==> config.mk <==
export PLATFORM = sky130hd
export DESIGN_NAME = xor_checked_frame_parser
export DESIGN_NICKNAME = d
export VERILOG_FILES = /design/src/rtl/xcfp_pkg.sv /design/src/rtl/xcfp_ram.sv /design/src/rtl/xcfp_parser.sv /design/src/rtl/xcfp_emitter.sv /design/src/rtl/xor_checked_frame_parser.sv
export SDC_FILE = /design/constraint.sdc
export NUM_CORES = 1
export LEC_CHECK = 0
export CAP_MARGIN = 20
export CORE_MARGIN = 2
export CORE_UTILIZATION = 51
export DETAILED_ROUTE_END_ITERATION = 8
export DONT_BUFFER_PORTS = 1
export HOLD_SLACK_MARGIN = 0.08
export PLACE_DENSITY = 0.66
export SLEW_MARGIN = 20
export SYNTH_ARGS = -nofsm -noshare
export SYNTH_HDL_FRONTEND = slang
export SYNTH_SLANG_ARGS = --single-unit
export TNS_END_PERCENT = 100
==> constraint.sdc <==
create_clock -name clk -period 3.35 [get_ports clk]
set_input_delay 1.005 -clock clk [delete_from_list [all_inputs] [get_ports clk]]
set_output_delay 1.005 -clock clk [all_outputs]
set_load 0.005 [all_outputs]
==> src/rtl/xcfp_pkg.sv <==
// Shared types, codes and constants of the frame parser.
package xcfp_pkg;

  localparam int XCFP_MAX_PAYLOAD = 64;
  localparam logic [7:0] XCFP_MAGIC_RESET = 8'hAA;

  typedef enum logic [1:0] {
    ST_NONE  = 2'd0,
    ST_FRAME = 2'd1,
    ST_ERROR = 2'd2
  } status_t;

  typedef enum logic [2:0] {
    PH_WAIT  = 3'd0,
    PH_CMD   = 3'd1,
    PH_LEN   = 3'd2,
    PH_DATA  = 3'd3,
    PH_CHECK = 3'd4
  } phase_t;

  typedef enum logic [1:0] {
    DEC_NONE  = 2'd0,
    DEC_ERROR = 2'd1,
    DEC_EMPTY = 2'd2,
    DEC_BURST = 2'd3
  } dec_kind_t;

  typedef struct packed {
    dec_kind_t   kind;
    logic [7:0]  cmd;
    logic [6:0]  len;
  } parse_dec_t;

endpackage

==> src/rtl/xcfp_ram.sv <==
// Generic single-write, single-read RAM with registered read data.
module xcfp_ram #(
  parameter int WIDTH = 8,
  parameter int DEPTH = 64,
  localparam int AW = (DEPTH > 1) ? $clog2(DEPTH) : 1
) (
  input  logic             clk,
  input  logic             wr_en,
  input  logic [AW-1:0]    wr_addr,
  input  logic [WIDTH-1:0] wr_data,
  input  logic             rd_en,
  input  logic [AW-1:0]    rd_addr,
  output logic [WIDTH-1:0] rd_data
);

  logic [WIDTH-1:0] mem [DEPTH];
  logic [WIDTH-1:0] rd_data_r;

  always_ff @(posedge clk) begin
    if (wr_en) begin
      mem[wr_addr] <= wr_data;
    end
    if (rd_en) begin
      rd_data_r <= mem[rd_addr];
    end
  end

  assign rd_data = rd_data_r;

endmodule

==> src/rtl/xcfp_parser.sv <==
// Frame phase tracker: running checksum, payload writes, per-beat decision.
module xcfp_parser import xcfp_pkg::*; #(
  parameter int MAX_PAYLOAD = XCFP_MAX_PAYLOAD,
  localparam int AW = (MAX_PAYLOAD > 1) ? $clog2(MAX_PAYLOAD) : 1
) (
  input  logic          clk,
  input  logic          rst_n,
  input  logic          acc,
  input  logic [7:0]    rx_byte,
  input  logic [7:0]    magic,
  output parse_dec_t    dec,
  output logic          wr_en,
  output logic [AW-1:0] wr_addr,
  output logic [7:0]    wr_data
);

  phase_t     phase_r, phase_nxt;
  logic [7:0] cmd_r, cmd_nxt;
  logic [6:0] len_r, len_nxt;
  logic [6:0] fill_r, fill_nxt;
  logic [7:0] sum_r, sum_nxt;
  logic       is_magic;
  logic       len_bad;
  logic [6:0] fill_inc;

  assign is_magic = (rx_byte == magic);
  assign len_bad  = (rx_byte > 8'(MAX_PAYLOAD));
  assign fill_inc = fill_r + 7'd1;

  // Next phase.
  always_comb begin
    phase_nxt = phase_r;
    if (is_magic) begin
      phase_nxt = PH_CMD;
    end else begin
      unique case (phase_r)
        PH_WAIT:  phase_nxt = PH_WAIT;
        PH_CMD:   phase_nxt = PH_LEN;
        PH_LEN: begin
          if (len_bad) begin
            phase_nxt = PH_WAIT;
          end else if (rx_byte == 8'd0) begin
            phase_nxt = PH_CHECK;
          end else begin
            phase_nxt = PH_DATA;
          end
        end
        PH_DATA:  phase_nxt = (fill_inc >= len_r) ? PH_CHECK : PH_DATA;
        PH_CHECK: phase_nxt = PH_WAIT;
        default:  phase_nxt = PH_WAIT;
      endcase
    end
  end

  // Held fields, store writes and the decision for this beat.
  always_comb begin
    cmd_nxt   = cmd_r;
    len_nxt   = len_r;
    fill_nxt  = fill_r;
    sum_nxt   = sum_r;
    wr_en     = 1'b0;
    wr_addr   = fill_r[AW-1:0];
    wr_data   = rx_byte;
    dec.kind  = DEC_NONE;
    dec.cmd   = cmd_r;
    dec.len   = len_r;
    if (is_magic) begin
      fill_nxt = 7'd0;
    end else begin
      unique case (phase_r)
        PH_WAIT: ;
        PH_CMD: begin
          cmd_nxt = rx_byte;
          sum_nxt = rx_byte;
        end
        PH_LEN: begin
          if (len_bad) begin
            dec.kind = DEC_ERROR;
          end else begin
            len_nxt  = rx_byte[6:0];
            fill_nxt = 7'd0;
            sum_nxt  = sum_r ^ rx_byte;
          end
        end
        PH_DATA: begin
          wr_en    = acc;
          fill_nxt = fill_inc;
          sum_nxt  = sum_r ^ rx_byte;
        end
        PH_CHECK: begin
          fill_nxt = 7'd0;
          if (sum_r != rx_byte) begin
            dec.kind = DEC_ERROR;
          end else if (len_r == 7'd0) begin
            dec.kind = DEC_EMPTY;
          end else begin
            dec.kind = DEC_BURST;
          end
        end
        default: ;
      endcase
    end
  end

  always_ff @(posedge clk) begin
    if (!rst_n) begin
      phase_r <= PH_WAIT;
      cmd_r   <= 8'd0;
      len_r   <= 7'd0;
      fill_r  <= 7'd0;
      sum_r   <= 8'd0;
    end else if (acc) begin
      phase_r <= phase_nxt;
      cmd_r   <= cmd_nxt;
      len_r   <= len_nxt;
      fill_r  <= fill_nxt;
      sum_r   <= sum_nxt;
    end
  end

endmodule

==> src/rtl/xcfp_emitter.sv <==
// Result register and payload burst sequencer reading the payload RAM.
module xcfp_emitter import xcfp_pkg::*; #(
  parameter int MAX_PAYLOAD = XCFP_MAX_PAYLOAD,
  localparam int AW = (MAX_PAYLOAD > 1) ? $clog2(MAX_PAYLOAD) : 1
) (
  input  logic          clk,
  input  logic          rst_n,
  input  logic          acc,
  input  parse_dec_t    dec,
  output logic          busy,
  output logic          rd_en,
  output logic [AW-1:0] rd_addr,
  input  logic [7:0]    rd_data,
  output logic          out_valid,
  input  logic          out_ready,
  output logic [1:0]    out_status,
  output logic [7:0]    out_command,
  output logic [6:0]    out_payload_length,
  output logic          out_has_byte,
  output logic [7:0]    out_payload_data,
  output logic [5:0]    out_byte_position,
  output logic          out_last
);

  logic       burst_r, burst_nxt;
  logic       pend_r, pend_nxt;
  logic [6:0] iss_r, iss_nxt;
  logic [5:0] pos_r, pos_nxt;
  logic [7:0] bcmd_r, bcmd_nxt;
  logic [6:0] blen_r, blen_nxt;

  logic       valid_r, valid_nxt;
  status_t    status_r, status_nxt;
  logic [7:0] cmd_r, cmd_nxt;
  logic [6:0] len_r, len_nxt;
  logic       has_r, has_nxt;
  logic [7:0] data_r, data_nxt;
  logic [5:0] bpos_r, bpos_nxt;
  logic       last_r, last_nxt;

  logic       out_free;
  logic       load;
  logic       issue;
  logic       final_beat;

  assign out_free   = !valid_r || out_ready;
  assign load       = pend_r && out_free;
  assign issue      = burst_r && (iss_r < blen_r) && (!pend_r || load);
  assign final_beat = ({1'b0, pos_r} + 7'd1) == blen_r;

  assign busy    = burst_r;
  assign rd_en   = issue;
  assign rd_addr = iss_r[AW-1:0];

  always_comb begin
    burst_nxt = burst_r;
    pend_nxt  = pend_r;
    iss_nxt   = iss_r;
    pos_nxt   = pos_r;
    bcmd_nxt  = bcmd_r;
    blen_nxt  = blen_r;
    if (acc && dec.kind == DEC_BURST) begin
      burst_nxt = 1'b1;
      pend_nxt  = 1'b0;
      iss_nxt   = 7'd0;
      bcmd_nxt  = dec.cmd;
      blen_nxt  = dec.len;
    end else begin
      if (issue) begin
        pend_nxt = 1'b1;
        iss_nxt  = iss_r + 7'd1;
        pos_nxt  = iss_r[5:0];
      end else if (load) begin
        pend_nxt = 1'b0;
      end
      if (load && final_beat) begin
        burst_nxt = 1'b0;
      end
    end
  end

  always_comb begin
    valid_nxt  = valid_r;
    status_nxt = status_r;
    cmd_nxt    = cmd_r;
    len_nxt    = len_r;
    has_nxt    = has_r;
    data_nxt   = data_r;
    bpos_nxt   = bpos_r;
    last_nxt   = last_r;
    if (acc && dec.kind != DEC_BURST) begin
      valid_nxt  = 1'b1;
      status_nxt = ST_NONE;
      cmd_nxt    = 8'd0;
      len_nxt    = 7'd0;
      has_nxt    = 1'b0;
      data_nxt   = 8'd0;
      bpos_nxt   = 6'd0;
      last_nxt   = 1'b1;
      case (dec.kind)
        DEC_ERROR: status_nxt = ST_ERROR;
        DEC_EMPTY: begin
          status_nxt = ST_FRAME;
          cmd_nxt    = dec.cmd;
        end
        default: ;
      endcase
    end else if (load) begin
      valid_nxt  = 1'b1;
      status_nxt = ST_FRAME;
      cmd_nxt    = bcmd_r;
      len_nxt    = blen_r;
      has_nxt    = 1'b1;
      data_nxt   = rd_data;
      bpos_nxt   = pos_r;
      last_nxt   = final_beat;
    end else if (out_ready) begin
      valid_nxt = 1'b0;
    end
  end

  always_ff @(posedge clk) begin
    if (!rst_n) begin
      burst_r <= 1'b0;
      pend_r  <= 1'b0;
      valid_r <= 1'b0;
    end else begin
      burst_r <= burst_nxt;
      pend_r  <= pend_nxt;
      valid_r <= valid_nxt;
    end
  end

  always_ff @(posedge clk) begin
    iss_r    <= iss_nxt;
    pos_r    <= pos_nxt;
    bcmd_r   <= bcmd_nxt;
    blen_r   <= blen_nxt;
    status_r <= status_nxt;
    cmd_r    <= cmd_nxt;
    len_r    <= len_nxt;
    has_r    <= has_nxt;
    data_r   <= data_nxt;
    bpos_r   <= bpos_nxt;
    last_r   <= last_nxt;
  end

  assign out_valid          = valid_r;
  assign out_status         = status_r;
  assign out_command        = cmd_r;
  assign out_payload_length = len_r;
  assign out_has_byte       = has_r;
  assign out_payload_data   = data_r;
  assign out_byte_position  = bpos_r;
  assign out_last           = last_r;

endmodule

==> src/rtl/xor_checked_frame_parser.sv <==
// Top level of the byte-serial frame parser with XOR checksum.
// Takes one received byte per beat on the in_ channel and parses frames laid
// out as magic, command, length, payload and checksum. A byte equal to the
// magic register restarts the parse wherever it appears. Every accepted byte
// gives at least one beat on the out_ channel: a status 0 beat while nothing
// completes, a status 2 beat for a length above MAX_PAYLOAD or a checksum
// mismatch, and for a good frame either one status 1 beat (empty payload) or
// one beat per payload byte, the final one flagged by out_last. The checksum
// is accumulated as bytes arrive; payload bytes go to a MAX_PAYLOAD x 8 RAM
// and are streamed back from its single read port after the checksum beat.
// Rate: one input byte per cycle while out_ready is high; the checksum byte
// of a good frame holds in_ready low while the RAM read port delivers the
// payload, one byte per cycle while out_ready is high. An out_ready stall
// lengthens the burst. The result register parts the two sides, so a byte
// is accepted in the cycle its predecessor's result leaves.
// cfg_ (magic byte, reset 0xAA) is always ready; write it only while idle.
module xor_checked_frame_parser import xcfp_pkg::*; #(
  parameter int MAX_PAYLOAD = XCFP_MAX_PAYLOAD
) (
  input  logic       clk,
  input  logic       rst_n,
  input  logic       cfg_valid,
  output logic       cfg_ready,
  input  logic [7:0] cfg_data,
  input  logic       in_valid,
  output logic       in_ready,
  input  logic [7:0] in_rx_byte,
  output logic       out_valid,
  input  logic       out_ready,
  output logic [1:0] out_status,
  output logic [7:0] out_command,
  output logic [6:0] out_payload_length,
  output logic       out_has_byte,
  output logic [7:0] out_payload_data,
  output logic [5:0] out_byte_position,
  output logic       out_last
);

  localparam int AW = (MAX_PAYLOAD > 1) ? $clog2(MAX_PAYLOAD) : 1;

  logic          [7:0] magic_r;
  logic                in_acc;
  logic                busy;
  parse_dec_t          dec;
  logic                wr_en;
  logic [AW-1:0]       wr_addr;
  logic [7:0]          wr_data;
  logic                rd_en;
  logic [AW-1:0]       rd_addr;
  logic [7:0]          rd_data;

  // Magic register: hold until a config beat lands.
  assign cfg_ready = 1'b1;

  always_ff @(posedge clk) begin
    if (!rst_n) begin
      magic_r <= XCFP_MAGIC_RESET;
    end else if (cfg_valid) begin
      magic_r <= cfg_data;
    end
  end

  // Take a byte only when no payload burst is running and the result
  // register is empty or draining this cycle. Holding in_ready low during a
  // burst also keeps RAM writes away from the entries being read back.
  assign in_ready = !busy && (!out_valid || out_ready);
  assign in_acc   = in_valid && in_ready;

  xcfp_parser #(
    .MAX_PAYLOAD(MAX_PAYLOAD)
  ) u_parser (
    .clk     (clk),
    .rst_n   (rst_n),
    .acc     (in_acc),
    .rx_byte (in_rx_byte),
    .magic   (magic_r),
    .dec     (dec),
    .wr_en   (wr_en),
    .wr_addr (wr_addr),
    .wr_data (wr_data)
  );

  // Payload store: written in the data phase, read back during delivery.
  xcfp_ram #(
    .WIDTH(8),
    .DEPTH(MAX_PAYLOAD)
  ) u_store (
    .clk     (clk),
    .wr_en   (wr_en),
    .wr_addr (wr_addr),
    .wr_data (wr_data),
    .rd_en   (rd_en),
    .rd_addr (rd_addr),
    .rd_data (rd_data)
  );

  xcfp_emitter #(
    .MAX_PAYLOAD(MAX_PAYLOAD)
  ) u_emitter (
    .clk                (clk),
    .rst_n              (rst_n),
    .acc                (in_acc),
    .dec                (dec),
    .busy               (busy),
    .rd_en              (rd_en),
    .rd_addr            (rd_addr),
    .rd_data            (rd_data),
    .out_valid          (out_valid),
    .out_ready          (out_ready),
    .out_status         (out_status),
    .out_command        (out_command),
    .out_payload_length (out_payload_length),
    .out_has_byte       (out_has_byte),
    .out_payload_data   (out_payload_data),
    .out_byte_position  (out_byte_position),
    .out_last           (out_last)
  );

endmodule

==> flow_summary.ini <==
[run_status]
status = finished clean

[yosys]
syn-num-nets = 1497
netlist_area_um2 = 25100
synthSimpleGateAreaFrac = 0.0598
synth_top_family_by_area = multiplexers
synth_flop_cell = edfxtp_1
avgSynthCellArea_um2 = 17.2
yosysTopAreaCell = edfxtp_1
yosys_warnings = 0
synth_enable_flop_cells = 551
async_flop_share = 0
yosys.area_share.adder = 0.00799
yosys_register_bits = 625
synthMuxAreaShare = 0.129
syn_inst = 1460
synth-xor-area-share = 0.0122
synth_compound_gate_area_share = 0.0511
netlist-cell-type-count = 65
yosysSeqAreaShare = 0.720
synth_top_area_share = 0.660
ys_top_cells_by_area = edfxtp_1 (66%), mux4_2 (10%), dfxtp_1 (5.9%), mux2i_1 (2.8%), nor2_1 (1.7%)

[die]
core_um2 = 48700
fp-row-count = 81
initial_utilization = 0.514
io_pins = 57
die_w_um = 226
die_h_um = 226
die_area_um2 = 50900

[critical_path]
worstRegToRegCells = 6
crit_type = register to register
max_stage_delay_ps = 1010
worstPathCellList = buf_12 -> buf_12 -> mux4_2 -> o22ai_1 -> nor4_1 -> a211o_1
arrival_ps = 3460
cp.depth = 6
crit_slowest_cell = nor4_1
crit_required_ps = 3810
timing.rr.start = u_emitter.iss_r[0]$_SDFFE_PP0P_
crit_path_end = u_store.rd_data[7]$_DFFE_PP_
worst-path-max-fanout = 31
startpoint_type = register
r2r_end = u_store.rd_data[7]$_DFFE_PP_
crit_start = u_emitter.iss_r[0]$_SDFFE_PP0P_
end_kind = register
cp_top_family = simple AND/OR/NAND/NOR gates
cp_common_cell = buf_12
rrSetupSlack_ps = 350
path_buf_inv = 2

[placed_design]
dp_hpwl_um = 36200
io_buffers = 0
routabilityCongestion = 0.824
place_ws_ps = 275
placed_area_um2 = 26500

[detailed_routing]
dr.first_iter.drc_count = 1270
dr.pass1.iters = 5
drc = 0
postRouteAntennaNets = 0
vias = 13361
viasPerCell = 5.85
avgRoutedWirePerCell_um = 25.3
drt_wl_total_um = 57800

[sta]
worstMarginPinSlew_ps = 1200
slew_violations = 0
max_freq_mhz = 334
setup_viol = 0
maxSlewHeadroom = 0.192
fin_crit_ps = 3000
timing.final.ws_setup_ps = 352
fin_skew_ps = 23.3
fin_setup_tns_ps = 0
rsz0062_at_grt = false
holdWs_ps = 469
fin_crit_sh = 0.895
hold_violations = 0

[clock_network]
clk_latency_ps = 600
cts_root_buffer = clkbuf_16
cts_resized = 0
clockBufferDepth = 3
hold_buffers = 0
cts.sinks = 625
htree_levels = 3
cts_setup_buffers = 0
cts_tree = built
path_clk_slew_ps = 60
cts_buffers = 66

[global_route]
grt_usage = 0.236
grt_pass1_wl_um = 86900
overflow = 0
grt_max_degree = 77
antenna_found_initial = 1
grt_pass1_vias = 13712

[min_path]
min_path_type = register to register
holdPathStages = 0

[layout]
fin_area_um2 = 28700
fillers = 3615
area_growth_syn_to_layout_pct = 14.4
diodes = 0
nets = 1603
layout-drive-gt1-share = 0.219
final_core_util = 0.588

[power]
power-per-cell-area_nw_per_um2 = 556
power_leakage_nw = 9.10
ir_drop_mv = 0.629

[run]
max_cap_violations = 0
## cell usage after synthesis, types with 13 or more instances
library cell / number
dfxtp_1: 74
mux2i_1: 71
a211oi_1: 23
buf_2: 28
nand2_1: 104
ha_1: 16
mux4_2: 111
a22oi_1: 20
clkbuf_1: 35
a21oi_1: 50
nand3_1: 15
nor2b_1: 15
inv_1: 19
xnor2_1: 28
o221ai_1: 15
nor2_1: 111
edfxtp_1: 551
o22ai_1: 13
## worst register-to-register path, stage by stage, from the launching register on
cell,delay [ps]
dfxtp_4,790
buf_12,280
buf_12,220
mux4_2,310
o22ai_1,90
nor4_1,1010
a211o_1,190
## kinds of logic (layout without fill, tap and decap cells)
family,count (synthesis),in the layout
multiplexers,183,183
AO/OA/AOI/OAI,181,181
AND/OR/NAND/NOR,315,315
buffers and inverters,104,262
other,1,1
adder cells (fa/ha/maj),16,16
XOR/XNOR,35,35
flip-flops,625,625
## power by group
group / internal, mW / switching (mW) / leakage [nW] / total, mW
clock: 4.33 / 2.94 / 1.06 / 7.27
combinational: 0.0640 / 0.0793 / 2.49 / 0.143
sequential: 8.48 / 0.0242 / 5.55 / 8.51
total: 12.9 / 3.04 / 9.10 / 15.9
## cells in the final DEF (no fill, tap or decap), types with 20 or more instances in the layout
cell       count
edfxtp_1     551
buf_4        115
nor2_1       111
mux4_2       111
nand2_1      104
mux2i_1       71
dfxtp_1       71
clkbuf_16     68
a21oi_1       50
xnor2_1       28
a211oi_1      23
a22oi_1       20
## layout make-up
type	count	area [um^2]	area share
multi-input combinational	731	6510	0.227
inverter	19	71.3	0.00249
clock buffer	89	1830	0.0639
timing repair buffer	123	1020	0.0357
tap	664	831	0.0290
sequential	625	18000	0.629
clock inverter	31	350	0.0122
## registers in the layout (all words and copies together), names as in the netlist, 8 cells and up
signal                      cells
magic_r                         8
u_emitter.out_command           8
u_parser.sum_r                  8
u_parser.cmd_r                  8
u_emitter.bcmd_r                8
u_store.mem                   512
u_emitter.out_payload_data      8
u_store.rd_data                 8
## worst min-delay path by stage
stage,endpoint,startpoint,slack (ps)
after floorplan,u_emitter.bcmd_r[0]$_DFFE_PP_,u_parser.cmd_r[0]$_SDFFE_PN0P_,430
after global placement,u_emitter.bcmd_r[4]$_DFFE_PP_,u_parser.cmd_r[4]$_SDFFE_PN0P_,440
after detailed placement,u_emitter.bcmd_r[4]$_DFFE_PP_,u_parser.cmd_r[4]$_SDFFE_PN0P_,450
after CTS,magic_r[5]$_SDFFE_PN1P_,rst_n,450
after global routing,magic_r[5]$_SDFFE_PN1P_,rst_n,460
final,u_emitter.bcmd_r[4]$_DFFE_PP_,u_parser.cmd_r[4]$_SDFFE_PN0P_,470
## metal layers
layer / wire [um] / GRT usage
met5: 0 / 0
met4: 1710 / 0.0775
met3: 4890 / 0.0658
met2: 27100 / 0.371
met1: 24100 / 0.320
## per-stage QoR
stage / power, mW / cells
after detailed placement: 8.82 / 2162
after CTS: 16.0 / 2282
after floorplan: 8.81 / 1460
after global routing: 16.4 / 2282
final: 15.9 / 2282
after global placement: 8.81 / 2162
No activity file was read; power rests on OpenSTA's default activity.
